[src/hdl/qsc_pkg.sv]
// Shared constants, widths, codes and the CORDIC angle table for the square checker.
// Used by every module in this folder; depends on nothing else.
`default_nettype none

package qsc_pkg;

    // Input geometry
    localparam int COORD_BITS = 12;
    localparam int DIFF_W     = COORD_BITS + 1;       // signed edge component
    localparam int PROD_W     = 2 * COORD_BITS + 1;   // signed product of two components
    localparam int SUM_W      = 2 * COORD_BITS + 2;   // signed dot or cross product
    localparam int SQ_W       = 2 * COORD_BITS + 1;   // unsigned squared side length

    // Square root chain (side length in Q.4)
    localparam int ROOT_W = COORD_BITS + 5;
    localparam int RAD_W  = 2 * ROOT_W;
    localparam int REM_W  = ROOT_W + 2;

    // Angle unit
    localparam int NORM_W       = 40;
    localparam int NORM_STEPS   = 6;
    localparam int CORD_W       = NORM_W + 4;
    localparam int Z_W          = 22;
    localparam int CORDIC_STEPS = 17;
    localparam int STEP_W       = 5;
    localparam int ANG_W        = 16;
    localparam logic signed [Z_W-1:0] HALF_PI_FINE = 22'sd524288;
    localparam logic [ANG_W-1:0]      ANG_MAX      = 16'd32768;

    // Pipeline depths
    localparam int ANG_LAT   = 2 + NORM_STEPS + CORDIC_STEPS + 1;
    localparam int ROOT_PAD  = ANG_LAT - ROOT_W;
    localparam int FRONT_LAT = 4;
    localparam int BACK_LAT  = 3;
    localparam int PIPE_LAT  = FRONT_LAT + ANG_LAT + BACK_LAT;

    // Configuration
    localparam int TOL_W    = 16;
    localparam int ORIENT_W = 17;
    localparam int COEF_W   = TOL_W + 1;
    localparam int CFG_AW   = 4;
    localparam logic [1:0] REG_LENGTH_TOL = 2'd0;
    localparam logic [1:0] REG_ANGLE_TOL  = 2'd1;
    localparam logic [1:0] REG_MIN_ORIENT = 2'd2;
    localparam logic [1:0] REG_MAX_ORIENT = 2'd3;

    // Result
    localparam int MSIDE_W = 17;
    localparam logic [2:0] FS_PASS   = 3'd0;
    localparam logic [2:0] FS_SIDE   = 3'd1;
    localparam logic [2:0] FS_TURN   = 3'd2;
    localparam logic [2:0] FS_ORIENT = 3'd3;
    localparam logic [2:0] FS_DEGEN  = 3'd4;

    typedef struct packed {
        logic [ANG_W-1:0]   mean_turn;
        logic [MSIDE_W-1:0] mean_side;
        logic [2:0]         fail_stage;
        logic               is_square;
    } t_result;

    localparam int RES_W = $bits(t_result);
    localparam int IN_W  = ((8 * COORD_BITS + 7) / 8) * 8;
    localparam int OUT_W = ((RES_W + 7) / 8) * 8;

    // atan(2^-i) in units of pi/2^20, rounded to nearest.
    function automatic logic signed [Z_W-1:0] atan_step(input logic [STEP_W-1:0] i);
        logic signed [Z_W-1:0] v;
        case (i)
            5'd0:    v = 22'sd262144;
            5'd1:    v = 22'sd154753;
            5'd2:    v = 22'sd81767;
            5'd3:    v = 22'sd41506;
            5'd4:    v = 22'sd20834;
            5'd5:    v = 22'sd10427;
            5'd6:    v = 22'sd5215;
            5'd7:    v = 22'sd2608;
            5'd8:    v = 22'sd1304;
            5'd9:    v = 22'sd652;
            5'd10:   v = 22'sd326;
            5'd11:   v = 22'sd163;
            5'd12:   v = 22'sd81;
            5'd13:   v = 22'sd41;
            5'd14:   v = 22'sd20;
            5'd15:   v = 22'sd10;
            5'd16:   v = 22'sd5;
            default: v = '0;
        endcase
        return v;
    endfunction

endpackage

`default_nettype wire

[src/hdl/qsc_root_cell.sv]
// One restoring square-root cell: takes two radicand bits and yields one root bit.
// Depends on qsc_pkg for widths.
`default_nettype none

module qsc_root_cell (
    input  logic                         i_clk,
    input  logic                         i_en,
    input  logic [qsc_pkg::RAD_W-1:0]    i_rad,
    input  logic [qsc_pkg::REM_W-1:0]    i_rem,
    input  logic [qsc_pkg::ROOT_W-1:0]   i_root,
    output logic [qsc_pkg::RAD_W-1:0]    o_rad,
    output logic [qsc_pkg::REM_W-1:0]    o_rem,
    output logic [qsc_pkg::ROOT_W-1:0]   o_root
);

    logic [qsc_pkg::RAD_W-1:0]  r_rad, n_rad;
    logic [qsc_pkg::REM_W-1:0]  r_rem, n_rem;
    logic [qsc_pkg::ROOT_W-1:0] r_root, n_root;
    logic [qsc_pkg::REM_W-1:0]  w_cur;
    logic [qsc_pkg::REM_W-1:0]  w_trial;

    always_comb begin
        w_cur   = {i_rem[qsc_pkg::REM_W-3:0], i_rad[qsc_pkg::RAD_W-1 -: 2]};
        w_trial = {i_root, 2'b01};
        n_rad   = {i_rad[qsc_pkg::RAD_W-3:0], 2'b00};
        if (w_cur >= w_trial) begin
            n_rem  = w_cur - w_trial;
            n_root = {i_root[qsc_pkg::ROOT_W-2:0], 1'b1};
        end else begin
            n_rem  = w_cur;
            n_root = {i_root[qsc_pkg::ROOT_W-2:0], 1'b0};
        end
    end

    always_ff @(posedge i_clk) begin
        if (i_en) begin
            r_rad  <= n_rad;
            r_rem  <= n_rem;
            r_root <= n_root;
        end
    end

    assign o_rad  = r_rad;
    assign o_rem  = r_rem;
    assign o_root = r_root;

endmodule

`default_nettype wire

[config.mk]
export PLATFORM = sky130hd
export DESIGN_NAME = qsc_root_cell
export DESIGN_NICKNAME = d
export VERILOG_FILES = /design/src/hdl/qsc_pkg.sv /design/src/hdl/qsc_root_cell.sv
export SDC_FILE = /design/constraint.sdc
export NUM_CORES = 1
export LEC_CHECK = 0
export ABC_CLOCK_PERIOD_IN_PS = 6900
export BUFFER_PORTS_ARGS = -buffer_cell sky130_fd_sc_hd__buf_2
export CORE_UTILIZATION = 52
export DETAILED_ROUTE_END_ITERATION = 7
export HOLD_SLACK_MARGIN = 0.12
export PLACE_DENSITY = 0.89
export SYNTH_ARGS = -nofsm -noshare
export SYNTH_HDL_FRONTEND = slang
export SYNTH_SLANG_ARGS = --single-unit
[constraint.sdc]
create_clock -name i_clk -period 6.9 [get_ports i_clk]
set_input_delay 0.69 -clock i_clk [delete_from_list [all_inputs] [get_ports i_clk]]
set_output_delay 0.69 -clock i_clk [all_outputs]
set_load 0.02 [all_outputs]
## After elaboration in Yosys (flattened, before gate mapping)

Cells that the tools add are included.

| cells by class | value |
|---|---|
| add/subtract/negate cells | 1 |
| multipliers | 0 |
| div/mod/pow operators | 0 |
| magnitude comparators | 1 |
| equal/unequal tests | 0 |
| shifts and indexed selects | 0 |
| mux-type cells | 2 |
| bitwise logic cells | 0 |
| reductions and logical operators | 0 |

Operators by type and width:

| cell | number |
|---|---|
| 19-bit greater-or-equal comparator | 1 |
| 19-bit two-way mux | 1 |
| 19-bit subtractor | 1 |
| 1-bit two-way mux | 1 |

| storage, ports and cells | value |
|---|---|
| register bits after elaboration | 68 |
| bits in latches | 0 |
| memory bits (writable) | 0 |
| memory bits (read-only) | 0 |
| input port bits | 72 |
| output and inout port bits | 70 |
| word-level logic and storage cells | 7 |
| memories kept | 0 |

## Longest topological paths before layout

| depth | value |
|---|---|
| depth in word-level cells | 2 |
| mapped depth | 11 |
| depth with buffers taken out | 8 |

## Worst setup path after synthesis

OpenSTA, ideal clock, no wires.

| timing | value |
|---|---|
| kind | input to register |
| from | input port i_root[8] (netlist bit) |
| to | register r_rem (netlist bit o_rem[12]), data pin |
| setup time | 0.260 ns |
| arrival time | 2.552 ns |
| required time | 6.640 ns |
| slack | 4.088 ns |
| stages on the path | 11 |
| buffers on the path | 4 |
| cells stage by stage | inv_1 > ha_1 > buf_6 > and4_1 > buf_4 > nand4_2 > o31ai_2 > a221o_1 > buf_6 > buf_12 > mux2_4 |

| between the ends | value |
|---|---|
| longest elaborated chain between the ends | 2 |
| elaborated cells between the ends (all ways) | 3 |
| those cells by class | 1 x add/sub; 1 x order compare; 1 x mux |

Ends and longest elaborated chain:

| what | line | source |
|---|---|---|
| from (decl) | qsc_root_cell.sv:10 | `input logic [qsc_pkg::ROOT_W-1:0] i_root,` |
| 19-bit subtractor / 19-bit greater-or-equal comparator (equally long branches) | qsc_root_cell.sv:27, qsc_root_cell.sv:26 |  |
| 19-bit two-way mux * | qsc_root_cell.sv:26 | `if (w_cur >= w_trial) begin` |
| net n_rem, one bit | qsc_root_cell.sv:17 | `logic [qsc_pkg::REM_W-1:0] r_rem, n_rem;` |
| to (signal assigned) | qsc_root_cell.sv:38 | `r_rem <= n_rem;` |
| to (decl) | qsc_root_cell.sv:17 |  |

Mark *: on every way through the listed nets, which the timed path passes. The rest lies on a longest branch.
A chain may end at the register's enable or synchronous reset.

## Worst setup path in the final report

| timing | value |
|---|---|
| from | input port i_root[8] (netlist bit) |
| to | register r_rem (netlist bit o_rem[4]), data pin |

| between the ends | value |
|---|---|
| longest elaborated chain between the ends | 2 |

Ends and longest elaborated chain:

| what | line |
|---|---|
| 19-bit greater-or-equal comparator | qsc_root_cell.sv:26 |
| 19-bit two-way mux | qsc_root_cell.sv:26 |
| net n_rem, one bit | qsc_root_cell.sv:17 |

The timed path passes the listed nets, and every way through them passes these cells.

==> flow_metrics.py <==
metrics = {
    "power": {
        "switchingPower_w": 0.000319,
        "switching_share": 0.265,
        "power_frac_comb": 0.218,
        "pwr-share-clk": 0.356,
        "p_leak_nw": 2.01,
        "vdd_drop_max_v": 0.000145,
        "p_int_w": 0.000883,
        "sequentialPowerShare": 0.426,
        "pwr_density_cell_nw_per_um2": 268,
    },
    "clocking": {
        "path_clk_slew_ns": 0.08,
        "cts_setup_buffers": 0,
        "hold_buffers": 0,
        "clk_path_buf_depth": 2,
        "clock_tree.root_cell": "clkbuf_8",
        "cts-buffers-inserted": 9,
        "cts_tree": "done",
        "cts-resized-gates": 0,
        "cts-htree-levels": 3,
        "cts.sinks": 68,
    },
    "route": {
        "first_pass_iters": 7,
        "wl_mm": 7.85,
        "ant_nets": 0,
        "vias": 2610,
        "post_drt_via_cell_ratio": 5.43,
        "detail_route.wl_per_cell_um": 16.3,
        "drc": 15,
        "drt_iter0_drc": 137,
    },
    "timing": {
        "rsz0062_at_grt": "false",
        "worst_slew_pin_slew_ns": 1.03,
        "fmax_mhz": 294,
        "drv_slew": 0,
        "fin_tns_setup_ns": 0,
        "setup_viol": 0,
        "min_period_ns": 3.41,
        "finalHoldViolCount": 0,
        "max_slew_margin": 0.311,
        "post-route-period-util": 0.494,
    },
    "synthesis": {
        "ys_seq_elements": 68,
        "avgSynthCellArea_um2": 13.5,
        "synth_enable_flop_cells": 68,
        "synth_area_leaders": "edfxtp_1 (58%), ha_1 (6.7%), mux2_2 (2.9%)",
        "ys_seq_area_frac": 0.576,
        "ys_types": 53,
        "synthArstFlopShare": 0,
        "syn_inst": 262,
        "synth.most_common_cell": "edfxtp_1",
        "yosysWarningCount": 0,
        "yosys.area.top_type": "edfxtp_1",
        "synth_ff_type": "edfxtp_1",
        "synth_top_cell_area_share": 0.576,
        "netlist_area_um2": 3540,
        "synthTopCellsByCount": "edfxtp_1 (68), inv_1 (23), ha_1 (19), a21oi_1 (11), nand2_1 (11)",
    },
    "placed_design": {
        "dp_cells": 466,
        "io_buffers": 137,
        "dp_hpwl_mm": 6.00,
        "globalplace.congestion": 0.844,
    },
    "setup_path": {
        "start_kind": "input port",
        "arrival_ns": 3.50,
        "cp_slowest_stage_delay_ns": 0.90,
        "crit_type": "in2reg",
        "crit_chain": "buf_2, inv_1, ha_1, and4_1, nand4_2, o31ai_2, a221o_1, mux2_2",
        "critPathSlowestCell": "a221o_1",
        "crit_family": "compound AO/OA/AOI/OAI gates",
        "path_max_fanout": 19,
        "critPathRequiredTime_ns": 7.00,
        "end_kind": "flop",
        "cp_num_buf_inv": 2,
    },
    "grt": {
        "antenna_found_initial": 0,
        "gr-total-overflow": 0,
        "grt_max_degree": 44,
        "grtUsageTotal": 0.225,
        "grt_pass1_wl_mm": 12.3,
        "first_global_vias": 2631,
    },
    "min_path": {
        "worstHoldPathCells": 1,
        "holdPathEnd": "o_rad[21]",
        "min_path_type": "in2reg",
        "hold_start": "i_rad[19]",
    },
    "floorplan": {
        "fp.dieW_um": 84.5,
        "die_y_um": 84.5,
        "core_area_um2": 6460,
        "start_util": 0.548,
        "dieArea_um2": 7150,
        "rows": 29,
        "ios": 142,
    },
    "final_layout": {
        "area_growth_pct": 26.6,
        "layout-drive-gt1-share": 0.441,
        "antenna_cells": 0,
        "fin_cells": 481,
        "nets": 491,
    },
    "run": {
        "cap_viol_max_count": 0,
    },
    "outcome": {
        "status": "complete, but fails checks",
        "violations": "DRC",
    },
}
==> registers in the layout (all words and copies together) (netlist names) <==
name / cells
o_rem: 19
o_rad: 32
o_root: 17
==> cells by family after synthesis <==
| logic type | count (synthesis) | share of synthesized area |
|---|---|---|
| flip-flops | 68 | 0.576 |
| AO/OA/AOI/OAI | 65 | 0.140 |
| AND/OR/NAND/NOR | 42 | 0.0632 |
| buffers and inverters | 35 | 0.0558 |
| adder cells (fa/ha/maj) | 19 | 0.0671 |
| multiplexers | 19 | 0.0639 |
| XOR/XNOR | 13 | 0.0321 |
| other | 1 | 0.00106 |
==> final cells by class <==
class | count | area [um^2]
fillers | 488 | 1970
clock inverters | 6 | 138
flip-flops and latches | 68 | 2040
multi-input cells | 160 | 1310
repair buffers | 138 | 693
clock buffers | 9 | 124
well taps | 77 | 96.3
inverters | 23 | 86.3
==> per-layer routing <==
layer,global-route usage,routed length (um)
met1,0.251,3090
met2,0.421,4100
met3,0.0629,579
met4,0.0601,73
met5,0,0
==> power by group through the flow <==
stage	registers, W	logic [W]	clock network [W]
after floorplan	0.000575	0.000128	0
after global placement	0.000519	0.000256	0
after detailed placement	0.000521	0.000263	0
after CTS	0.000512	0.000264	0.000434
after global routing	0.000515	0.000283	0.000451
final	0.000512	0.000262	0.000428
==> stage by stage <==
step	util	worst slack (ns)	area (um^2)	total power, W	hold WS [ns]
final	0.694	3.49	4490	0.00120	0.521
after global routing	0.694	3.27	4490	0.00125	0.506
after CTS	0.694	3.47	4490	0.00121	0.507
after detailed placement	0.654	3.10	4220	0.000784	0.868
after global placement	0.654	3.16	4220	0.000776	0.867
after floorplan	-	4.09	3550	0.000703	0.789
==> layout by cell type (no fill, tap or decap), drive strengths merged, types with 4 or more instances in the layout <==
cell type and count:
and3 4, inv 23, bufinv 4, o21a 6, nand2 11, a21o 5, mux2 14, ha 19
buf 138, xnor2 10, o21ai 11, nor2 10, a21oi 15, o211ai 6, edfxtp 68, clkbuf 9
a211oi 5, mux2i 5
==> worst max path at each step <==
| stage | cells after the start | start | endpoint | slack, ns |
|---|---|---|---|---|
| 2_1_floorplan | 11 | i_root[8] | o_rem[12] | 4.09 |
| 3_3_place_gp | 8 | i_root[8] | o_rem[10] | 3.16 |
| 3_5_place_dp | 8 | i_root[8] | o_rem[4] | 3.10 |
| 4_1_cts | 8 | i_root[8] | o_rem[4] | 3.47 |
| 5_1_grt | 8 | i_root[8] | o_rem[4] | 3.27 |
| 6_report | 8 | i_root[8] | o_rem[4] | 3.49 |
Power figures use the tool's default switching activity.
